## config.mk

```make
export PLATFORM = sky130hd
export DESIGN_NAME = vnu_sqrt_cell
export DESIGN_NICKNAME = d
export VERILOG_FILES = /design/src/rtl/vnu_pkg.sv /design/src/rtl/vnu_sqrt_cell.sv
export SDC_FILE = /design/constraint.sdc
export NUM_CORES = 1
export LEC_CHECK = 0
export BUFFER_PORTS_ARGS = -buffer_cell sky130_fd_sc_hd__buf_2
export CAP_MARGIN = 20
export CORE_ASPECT_RATIO = 1.5
export CORE_MARGIN = 2
export CORE_UTILIZATION = 52
export CTS_CLUSTER_SIZE = 8
export DETAILED_ROUTE_END_ITERATION = 10
export PLACE_DENSITY = 0.86
export REMOVE_ABC_BUFFERS = 1
export SLEW_MARGIN = 10
export SYNTH_ARGS = -nofsm -noshare
export SYNTH_HDL_FRONTEND = slang
export SYNTH_SLANG_ARGS = --single-unit
```

## constraint.sdc

```tcl
create_clock -name clk -period 1.37 [get_ports clk]
set_input_delay 0.274 -clock clk [delete_from_list [all_inputs] [get_ports clk]]
set_output_delay 0.274 -clock clk [all_outputs]
set_load 0.02 [all_outputs]
```

## src/rtl/vnu_pkg.sv

```systemverilog
// Shared constants for the 3D vector normalization unit.
package vnu_pkg;

    localparam int COMP_WIDTH_DEF = 16;
    localparam int FRAC_BITS_DEF  = 14;

endpackage

```

## src/rtl/vnu_sqrt_cell.sv

```systemverilog
// One digit step of the pipelined integer square root, with its payload register.
module vnu_sqrt_cell
    import vnu_pkg::*;
#(
    parameter int COMP_WIDTH = COMP_WIDTH_DEF,
    parameter int SIDE_W     = 1
)
(
    input  logic                    clk,
    input  logic                    rst_n,
    input  logic                    en,
    input  logic                    valid_in,
    input  logic [2*COMP_WIDTH-1:0] rad_in,
    input  logic [COMP_WIDTH+2:0]   rem_in,
    input  logic [COMP_WIDTH-1:0]   root_in,
    input  logic [SIDE_W-1:0]       side_in,
    output logic                    valid_out,
    output logic [2*COMP_WIDTH-1:0] rad_out,
    output logic [COMP_WIDTH+2:0]   rem_out,
    output logic [COMP_WIDTH-1:0]   root_out,
    output logic [SIDE_W-1:0]       side_out
);

    localparam int RW = COMP_WIDTH + 3;

    logic                    valid_reg;
    logic [2*COMP_WIDTH-1:0] rad_reg;
    logic [RW-1:0]           rem_reg, rem_next, rem_sh, trial;
    logic [COMP_WIDTH-1:0]   root_reg, root_next;
    logic [SIDE_W-1:0]       side_reg;
    logic                    take;

    always_comb
    begin
        // bring down the next two radicand bits and test root*4+1
        rem_sh = {rem_in[RW-3:0], rad_in[2*COMP_WIDTH-1 -: 2]};
        trial  = RW'({root_in, 2'b01});
        take   = (rem_sh >= trial);
        rem_next  = take ? (rem_sh - trial) : rem_sh;
        root_next = {root_in[COMP_WIDTH-2:0], take};
    end

    always_ff @(posedge clk or negedge rst_n)
    begin
        if (!rst_n)
        begin
            valid_reg <= 1'b0;
        end
        else if (en)
        begin
            valid_reg <= valid_in;
        end
    end

    always_ff @(posedge clk)
    begin
        if (en)
        begin
            rad_reg  <= {rad_in[2*COMP_WIDTH-3:0], 2'b00};
            rem_reg  <= rem_next;
            root_reg <= root_next;
            side_reg <= side_in;
        end
    end

    assign valid_out = valid_reg;
    assign rad_out   = rad_reg;
    assign rem_out   = rem_reg;
    assign root_out  = root_reg;
    assign side_out  = side_reg;

endmodule

```

==> impl_metrics.toml <==
[global_routing]
grt.total_usage_pct = 29.59
grt_pass1_vias = 3156
grt_first_pass_wirelength_um = 15880
antenna_found_initial = 0
grt_overflow_total = 0
grt_max_degree = 57

[clock_tree]
cts_tree = "done"
cts_max_level = 3
cts_buffers = 9
clockRootBuffer = "clkbuf_8"
clockBufferDepth = 2
clkTransAtPathRegs_ns = 0.08
clock_latency_ns = 0.36
clock_sinks = 67

[synthesis]
synthTopCellsByArea = "edfxtp_1 (59%), ha_1 (6.8%), mux2_2 (3.4%), mux2_4 (3.2%), inv_1 (2.4%)"
syn_area_um2 = 3332
synth_fa_ha_area_share_pct = 6.759
yosysSeqAreaShare_pct = 60.23
synth.most_common_cell = "edfxtp_1"
syn_inst = 244
ys_ff_latch = 67
synth.area.mux_share_pct = 7.135
synth-compound-area-share_pct = 11.15
synth_edf_count = 66
synthArstFlopShare_pct = 1.493
synth_area_per_cell_um2 = 13.66
synth_cell_type_count = 45
synth.largest_area_cell = "edfxtp_1"
ys_warn_count = 0
synthSimpleGateAreaFrac_pct = 6.797
ys.flop_type = "edfxtp_1"
synth_common_cells = "edfxtp_1 (66), inv_1 (21), ha_1 (18), a21oi_1 (15), nand2_1 (12)"
synth_top_area_share_pct = 59.48
synth-xor-area-share_pct = 3.943
synth_top_family_by_area = "compound AO/OA/AOI/OAI gates"

[route]
wl_met3_um = 919
dr_wl_met2_um = 6075
route.detailed.drc = 0
wl_um = 11730
drtAntennaViolNets = 0
wl_met1_um = 4012
vias = 3196
drt_first_pass_iters = 5
drt_iter0_drc = 357
top_layer = "met4"
vias_per_cell = 6.019
routedWlPerCell_um = 22.09

[floorplan]
num_rows = 35
die_w_um = 69.36
start_util_pct = 53.96
die_h_um = 102.0
die_area_um2 = 7077
ios = 141
coreArea_um2 = 6175

[timing]
finalHoldViolCount = 0
setup_viol = 20
finalCriticalPeriod_ns = 2.020
fin_crit_sh_pct = 147.5
timing.fmax_mhz = 495.0
grt_setup_unrepaired = "true"
final.setup.worst_slack_ns = -0.6503
finClkSkew_ns = 0
finalMaxSlewViolations = 0
whs_ns = 0.07721

[setup_path]
crit_required_ns = 1.48
timing.rr.end = "valid_out"
cp.arrival_ns = 2.13
reg2reg_depth = 1
critPathKind = "in -> reg"
critPathMaxFanout = 7
r2r-start = "valid_out"
critPathLaunchType = "input port"
cp-end-kind = "register"
reg2reg_slack_ns = 0.59

[hold_path]
hold_path_depth = 1
min_from = "rad_in[1]"
hold_path.class = "in -> reg"
min_to = "rad_out[3]"

[placement]
dpl-instance-area_um2 = 4452
place.gp.congestion = 0.8584
dp_slack_ns = -1.022
numPortBuffers = 136
dpl.hpwl_um = 6079

[run_status]
violations = "setup timing"
outcome = "complete, but fails checks"

[finish]
drive_above_1_share_pct = 62.14
nNetsFinal = 542
final_util_pct = 83.79
areaGrowthSynthToFinish_pct = 55.28
final_area_um2 = 5174
fill_cells = 293
n_antenna_cell = 0

[power]
power_density_nw_per_um2 = 1161
cellLeakagePower_nw = 2.286
irDropWorstVdd_mv = 0.9347

[run]
drv_cap = 0
-- routing by layer --
layer / GRT usage, % / vias up
li1: - / 1331
met1: 28.92 / 1548
met2: 53.99 / 246
met3: 7.890 / 71
met4: 20.97 / 0
met5: 0 / -
-- registers in the layout (all words and copies together) (netlist names) --
| signal | count |
|---|---|
| root_out | 16 |
| side_out | 1 |
| rad_out | 30 |
| rem_out | 19 |
| valid_out | 1 |
-- cell families after synthesis --
logic type | Yosys count
DFF | 67
AOI/OAI and AO/OA | 53
and+or+nand+nor | 44
buffers and inverters | 27
muxes | 19
adders and majority gates | 18
xor gates and xnor gates | 15
other | 1
-- power breakdown --
| group | internal (W) | switching (W) | leakage [nW] | total, W |
|---|---|---|---|---|
| Sequential | 0.00250 | 0.0000609 | 0.658 | 0.00256 |
| Combinational | 0.000892 | 0.00104 | 1.54 | 0.00194 |
| Clock | 0.000664 | 0.000846 | 0.0860 | 0.00151 |
-- area by class of cell --
class,count,area [um^2],area share [%]
tap,74,92.59,1.790
timing repair buffer,202,1294,25.01
clock buffer,9,123.9,2.394
multi-input combinational,151,1516,29.31
sequential,67,2007,38.79
inverter,21,88.84,1.717
clock inverter,7,51.30,0.9915
-- repair_timing --
item,4_1_cts,5_1_grt
pin swaps,16,16
endpoints found under the hold margin,1,0
buffers inserted,14,3
hold buffers,1,0
gates cloned,1,0
endpoints found under the setup margin,20,20
gates resized for setup,43,47
-- worst max-delay path, cell delays in order --
cell and delay (ns):
buf_2 0.13, ha_4 0.23, buf_6 0.12, o211ai_1 0.13, nand3_1 0.19, a21oi_2 0.27, nor4_4 0.08, nor2_4 0.21
buf_8 0.18, mux2_4 0.31
-- through the flow --
step,total power (W),setup TNS (ns),instances
after floorplan,0.003448,-17.14,239
after global placement,0.004026,-17.96,498
after detailed placement,0.004085,-19.18,498
after CTS,0.005721,-10.32,530
after global routing,0.006192,-12.84,531
final,0.006009,-12.12,531
-- cell usage in the layout (no fill, tap or decap), drive strengths merged, types with 3 or more instances in the layout --
| cell | n |
|---|---|
| buf | 201 |
| edfxtp | 66 |
| inv | 23 |
| ha | 18 |
| mux2 | 17 |
| a21oi | 16 |
| nand2 | 12 |
| o21ai | 12 |
| nor2 | 11 |
| clkbuf | 9 |
| xnor2 | 8 |
| xor2 | 7 |
| nor3 | 7 |
| o21a | 5 |
| a211oi | 5 |
| o211ai | 4 |
| nand3 | 4 |
| nand4 | 3 |
| clkinv | 3 |
-- worst max-delay path by stage --
stage | startpoint | endpoint | slack, ns | cells past startpoint
floorplan | root_in[4] | rem_out[10] | -0.93 | 8
global placement | rem_in[4] | rem_out[13] | -0.94 | 8
detailed placement | root_in[1] | rem_out[17] | -1.02 | 9
CTS | root_in[4] | rem_out[14] | -0.58 | 11
global route | root_in[14] | rem_out[7] | -0.69 | 10
finish | rem_in[0] | rem_out[7] | -0.65 | 10
(Power assumes the default switching activity.)
