===== config.mk =====
export PLATFORM = sky130hd
export DESIGN_NAME = vnu_div_cell
export DESIGN_NICKNAME = d
export VERILOG_FILES = /design/src/rtl/vnu_pkg.sv /design/src/rtl/vnu_div_cell.sv
export SDC_FILE = /design/constraint.sdc
export NUM_CORES = 1
export LEC_CHECK = 0
export BUFFER_PORTS_ARGS = -buffer_cell sky130_fd_sc_hd__buf_2
export CAP_MARGIN = 20
export CORE_MARGIN = 2
export CORE_UTILIZATION = 30
export CTS_BUF_LIST = sky130_fd_sc_hd__clkbuf_8
export CTS_CLUSTER_DIAMETER = 50
export DETAILED_ROUTE_END_ITERATION = 10
export PLACE_DENSITY = 0.65
export SYNTH_ARGS = -nofsm -noshare
export SYNTH_HDL_FRONTEND = slang
export SYNTH_SLANG_ARGS = --single-unit

===== constraint.sdc =====
create_clock -name clk -period 0.81 [get_ports clk]
set_clock_uncertainty 0.2 [all_clocks]
set_input_delay 0.243 -clock clk [delete_from_list [all_inputs] [get_ports clk]]
set_output_delay 0.243 -clock clk [all_outputs]
set_load 0.05 [all_outputs]

===== src/rtl/vnu_pkg.sv =====
// Shared constants for the 3D vector normalization unit.
package vnu_pkg;

    localparam int COMP_WIDTH_DEF = 16;
    localparam int FRAC_BITS_DEF  = 14;

endpackage


===== src/rtl/vnu_div_cell.sv =====
// One quotient-bit step of the three-lane restoring divider, with its payload register.
module vnu_div_cell
    import vnu_pkg::*;
#(
    parameter int COMP_WIDTH = COMP_WIDTH_DEF,
    parameter int FRAC_BITS  = FRAC_BITS_DEF,
    parameter bit SHIFT      = 1'b1
)
(
    input  logic                      clk,
    input  logic                      rst_n,
    input  logic                      en,
    input  logic                      valid_in,
    input  logic [COMP_WIDTH-1:0]     len_in,
    input  logic [3*COMP_WIDTH-1:0]   rem_in,
    input  logic [3*(FRAC_BITS+1)-1:0] quo_in,
    input  logic [3:0]                flag_in,
    output logic                      valid_out,
    output logic [COMP_WIDTH-1:0]     len_out,
    output logic [3*COMP_WIDTH-1:0]   rem_out,
    output logic [3*(FRAC_BITS+1)-1:0] quo_out,
    output logic [3:0]                flag_out
);

    localparam int QW = FRAC_BITS + 1;

    logic                    valid_reg;
    logic [COMP_WIDTH-1:0]   len_reg;
    logic [3*COMP_WIDTH-1:0] rem_reg, rem_next;
    logic [3*QW-1:0]         quo_reg, quo_next;
    logic [3:0]              flag_reg;

    always_comb
    begin
        logic [COMP_WIDTH:0] rs;
        logic [COMP_WIDTH:0] dv;
        logic                ge;
        rem_next = '0;
        quo_next = '0;
        dv = {1'b0, len_in};
        for (int i = 0; i < 3; i++)
        begin
            rs = SHIFT ? {rem_in[i*COMP_WIDTH +: COMP_WIDTH], 1'b0}
                       : {1'b0, rem_in[i*COMP_WIDTH +: COMP_WIDTH]};
            ge = (rs >= dv);
            rem_next[i*COMP_WIDTH +: COMP_WIDTH] = ge ? COMP_WIDTH'(rs - dv)
                                                      : COMP_WIDTH'(rs);
            quo_next[i*QW +: QW] = {quo_in[i*QW +: QW-1], ge};
        end
    end

    always_ff @(posedge clk or negedge rst_n)
    begin
        if (!rst_n)
        begin
            valid_reg <= 1'b0;
        end
        else if (en)
        begin
            valid_reg <= valid_in;
        end
    end

    always_ff @(posedge clk)
    begin
        if (en)
        begin
            len_reg  <= len_in;
            rem_reg  <= rem_next;
            quo_reg  <= quo_next;
            flag_reg <= flag_in;
        end
    end

    assign valid_out = valid_reg;
    assign len_out   = len_reg;
    assign rem_out   = rem_reg;
    assign quo_out   = quo_reg;
    assign flag_out  = flag_reg;

endmodule


==> impl_metrics.ini <==
[critical_path]
cp.required_ns = 0.82
worst-setup-path-type = input pin to flip-flop
worstPathArrival_ns = 2.20
reg2reg_slack_ns = -0.20
start_kind = input pin
worstPathMaxFanout = 3
end_kind = flip-flop

[clock_tree]
clock_latency_ns = 0.44
numCtsBuffers = 17
clock_sinks = 114
clockBufferDepth = 2
cts_tree = yes
clkSlewWorstSetupHoldPaths_ns = 0.09
cts_root_buf = clkbuf_8
htreeDepth = 4
hold_buffers = 1

[run_status]
violations = negative hold slack, negative setup slack
status = finished, violations left

[drt]
drt_iter0_drc = 391
num_vias = 6317
drtPass1Iterations = 5
drt-wirelength-per-cell_microns = 17.6
drt.antenna.violating_nets = 0
via_per_inst = 4.85
routed_wl_microns = 23000
drc = 0

[synth]
syn_nets = 738
ys_seq_elements = 114
async_reset_ff_share_pct = 0.877
synth_ff_type = edfxtp_1
synth.mux.area_fraction_pct = 8.89
synth_top_family_by_area = compound AO/OA/AOI/OAI gates
yosys_warnings = 0
syn_area_sq_mm = 0.00684
synth_compound_area_share_pct = 14.2
synth_xor_area_share_pct = 3.33
syn_inst = 570
yosysSeqAreaShare_pct = 50.0
synth-adder-area-share_pct = 9.65
synth_simple_gate_area_share_pct = 10.8
ys_types = 69
synth_edf_count = 113
avgSynthCellArea_sq_um = 12.0

[floorplan]
die_w_microns = 155
initial_core_util_pct = 30.4
die_h_microns = 155
dieArea_sq_mm = 0.0240
pin_count = 231
placementRows = 55
core_sq_mm = 0.0225

[placement]
gp_congestion = 0.869
dp_hpwl_microns = 16600
dp_slack_ns = -2.07
place_area_sq_mm = 0.0100
io_buffers = 227

[timing]
fin_ws_ns = -1.38
slew_headroom_pct = 70.5
fin_tns_setup_ns = -138.83
fmax_mhz = 456
setup_viol = 166
worst_pin_slew_ns = 0.437
maxSlewViolCount = 0
fin_crit_ns = 2.19
hold_violations = 95
rsz0062_at_grt = yes
post-route-period-util_pct = 271
whs_ns = -0.233

[global_route]
antenna_found_initial = 4
grt_pass1_wl_microns = 33700
grt_max_degree = 40
grtUsageTotal_pct = 18.2
overflow = 0
grt_pass1_vias = 6360

[power_and_ir_drop]
vdd_drop_max_mv = 1.00
power_leakage_uw = 0.00527
power_density_mw_per_mm2 = 1880

[cells_and_area]
layout-drive-gt1-share_pct = 60.7
syn_to_final_growth_pct = 76.9
num-fill-cells = 1849
final_nets = 1169
multi_input_area_sq_mm = 0.00405
final_cell_area_sq_mm = 0.0121
area.sequential_sq_mm = 0.00342

[worst_hold_path]
hold_class = input pin to flip-flop

[job]
drv_cap = 0
[cells in the mapped netlist, types with 4 or more instances]
master       n  share of area [%]
nand2b_1    12                1.1
a21oi_1     37                2.7
clkbuf_1     6               0.33
a211oi_1    10                1.1
inv_1       29                1.6
edfxtp_1   113                 50
nor2b_1      8               0.73
nor3_1      10               0.73
or3_1        4               0.37
o211ai_1     6               0.66
buf_2        6               0.44
mux2_4      15                3.3
and3_1       5               0.46
mux2_2      26                4.3
o21a_1       6               0.66
ha_1        48                8.8
xor2_1       8                1.0
xnor2_1     18                2.3
o2111ai_1    4               0.51
nor2_1      34                1.9
a21o_1      12                1.3
nand4_1      6               0.55
o31ai_1      4               0.44
nand3_1     11               0.80
mux2i_1      9                1.3
o21ai_0     22                1.6
and2_1       5               0.46
nand2_1     32                1.8
[cell usage in the layout (no fill, tap or decap), types with 4 or more instances in the layout]
master      count
a21oi_1        27
mux2_4         41
a21oi_2        11
nand2b_1       11
buf_12         23
o21ai_0        17
xnor2_1        18
xor2_1          8
buf_4         170
inv_6           6
inv_1          17
o211ai_1        6
nand3_1         7
inv_2           4
inv_8           4
nand4_1         6
nor2b_1         5
mux2i_1         8
a21o_1         12
nor2_1         31
nand2_1        29
buf_6         125
buf_2         104
a211oi_1        5
clkbuf_8       17
ha_1           23
edfxtp_1      113
clkinvlp_4      7
o21a_1          6
or3_1           4
nor3_1          7
ha_4           24
[report_power, final]
group          internal, uW  switching (uW)
Clock                  2570            2870
Sequential             7320             387
Combinational          4530            5030
[sequential cells by signal, summed over array words and instances, names as in the netlist]
signal and flops:
rem_out 48, valid_out 1, flag_out 4, len_out 16, quo_out 45
[what timing repair did]
action / CTS / global route
setup endpoints to repair: 166 / 166
cloned: 1 / 1
gates resized for setup: 317 / 54
buffers inserted: 24 / 7
hold endpoints to repair: 102 / 97
pin swaps: 30 / 33
[cells by family (layout without fill, tap and decap cells)]
kind of cell / Yosys count / in the layout
adders and majority gates: 51 / 51
muxes: 50 / 50
xor gates and xnor gates: 26 / 26
AOI/OAI and AO/OA: 141 / 141
buffers and inverters: 45 / 488
and+or+nand+nor: 143 / 144
other: 0 / 3
DFF: 114 / 114
[metal layers]
metal,wire length (microns),share of wire [%],vias to the layer above,track usage (%)
met5,0,0,-,0
met1,9160,40,2980,21.0
met3,1490,6.5,35,4.43
met4,571,2.5,0,6.39
met2,11800,51,241,32.8
li1,-,-,3061,-
[worst paths after layout]
path	from	end	depth (start not counted)
max	len_in[7]	rem_out[15]	11
min	quo_in[28]	quo_out[29]	1
max reg2reg	valid_out	valid_out	1
min reg2reg	valid_out	valid_out	1
max in group asynchronous	rst_n	valid_out	2
min in group asynchronous	rst_n	valid_out	2
[cell type report]
cell class | instances | area share, %
antenna | 3 | 0.0620
clock buffer | 17 | 1.93
clock inverter | 15 | 1.33
inverter | 29 | 1.13
multi-input combinational | 412 | 33.4
sequential | 114 | 28.2
tap | 285 | 2.95
timing repair buffer | 427 | 30.9
[stage by stage]
stage / utilization, % / hold slack [ns] / power [uW] / cells
after floorplan: - / -0.253 / 12500 / 570
after detailed placement: 44.4 / -0.180 / 15500 / 1236
after CTS: 52.2 / -0.264 / 22500 / 1294
after global placement: 44.4 / -0.182 / 15500 / 1236
after global routing: 53.8 / -0.270 / 23700 / 1301
final: 53.8 / -0.233 / 22700 / 1302
[worst max-delay path, cell delays in order]
cell and delay (ns):
buf_8 0.08, clkinvlp_4 0.11, buf_4 0.15, buf_6 0.11, ha_4 0.22, and3_4 0.16, nand4_1 0.10, a21oi_2 0.07
or3_4 0.38, o311a_1 0.30, mux2_4 0.26
(Power assumes the default switching activity.)
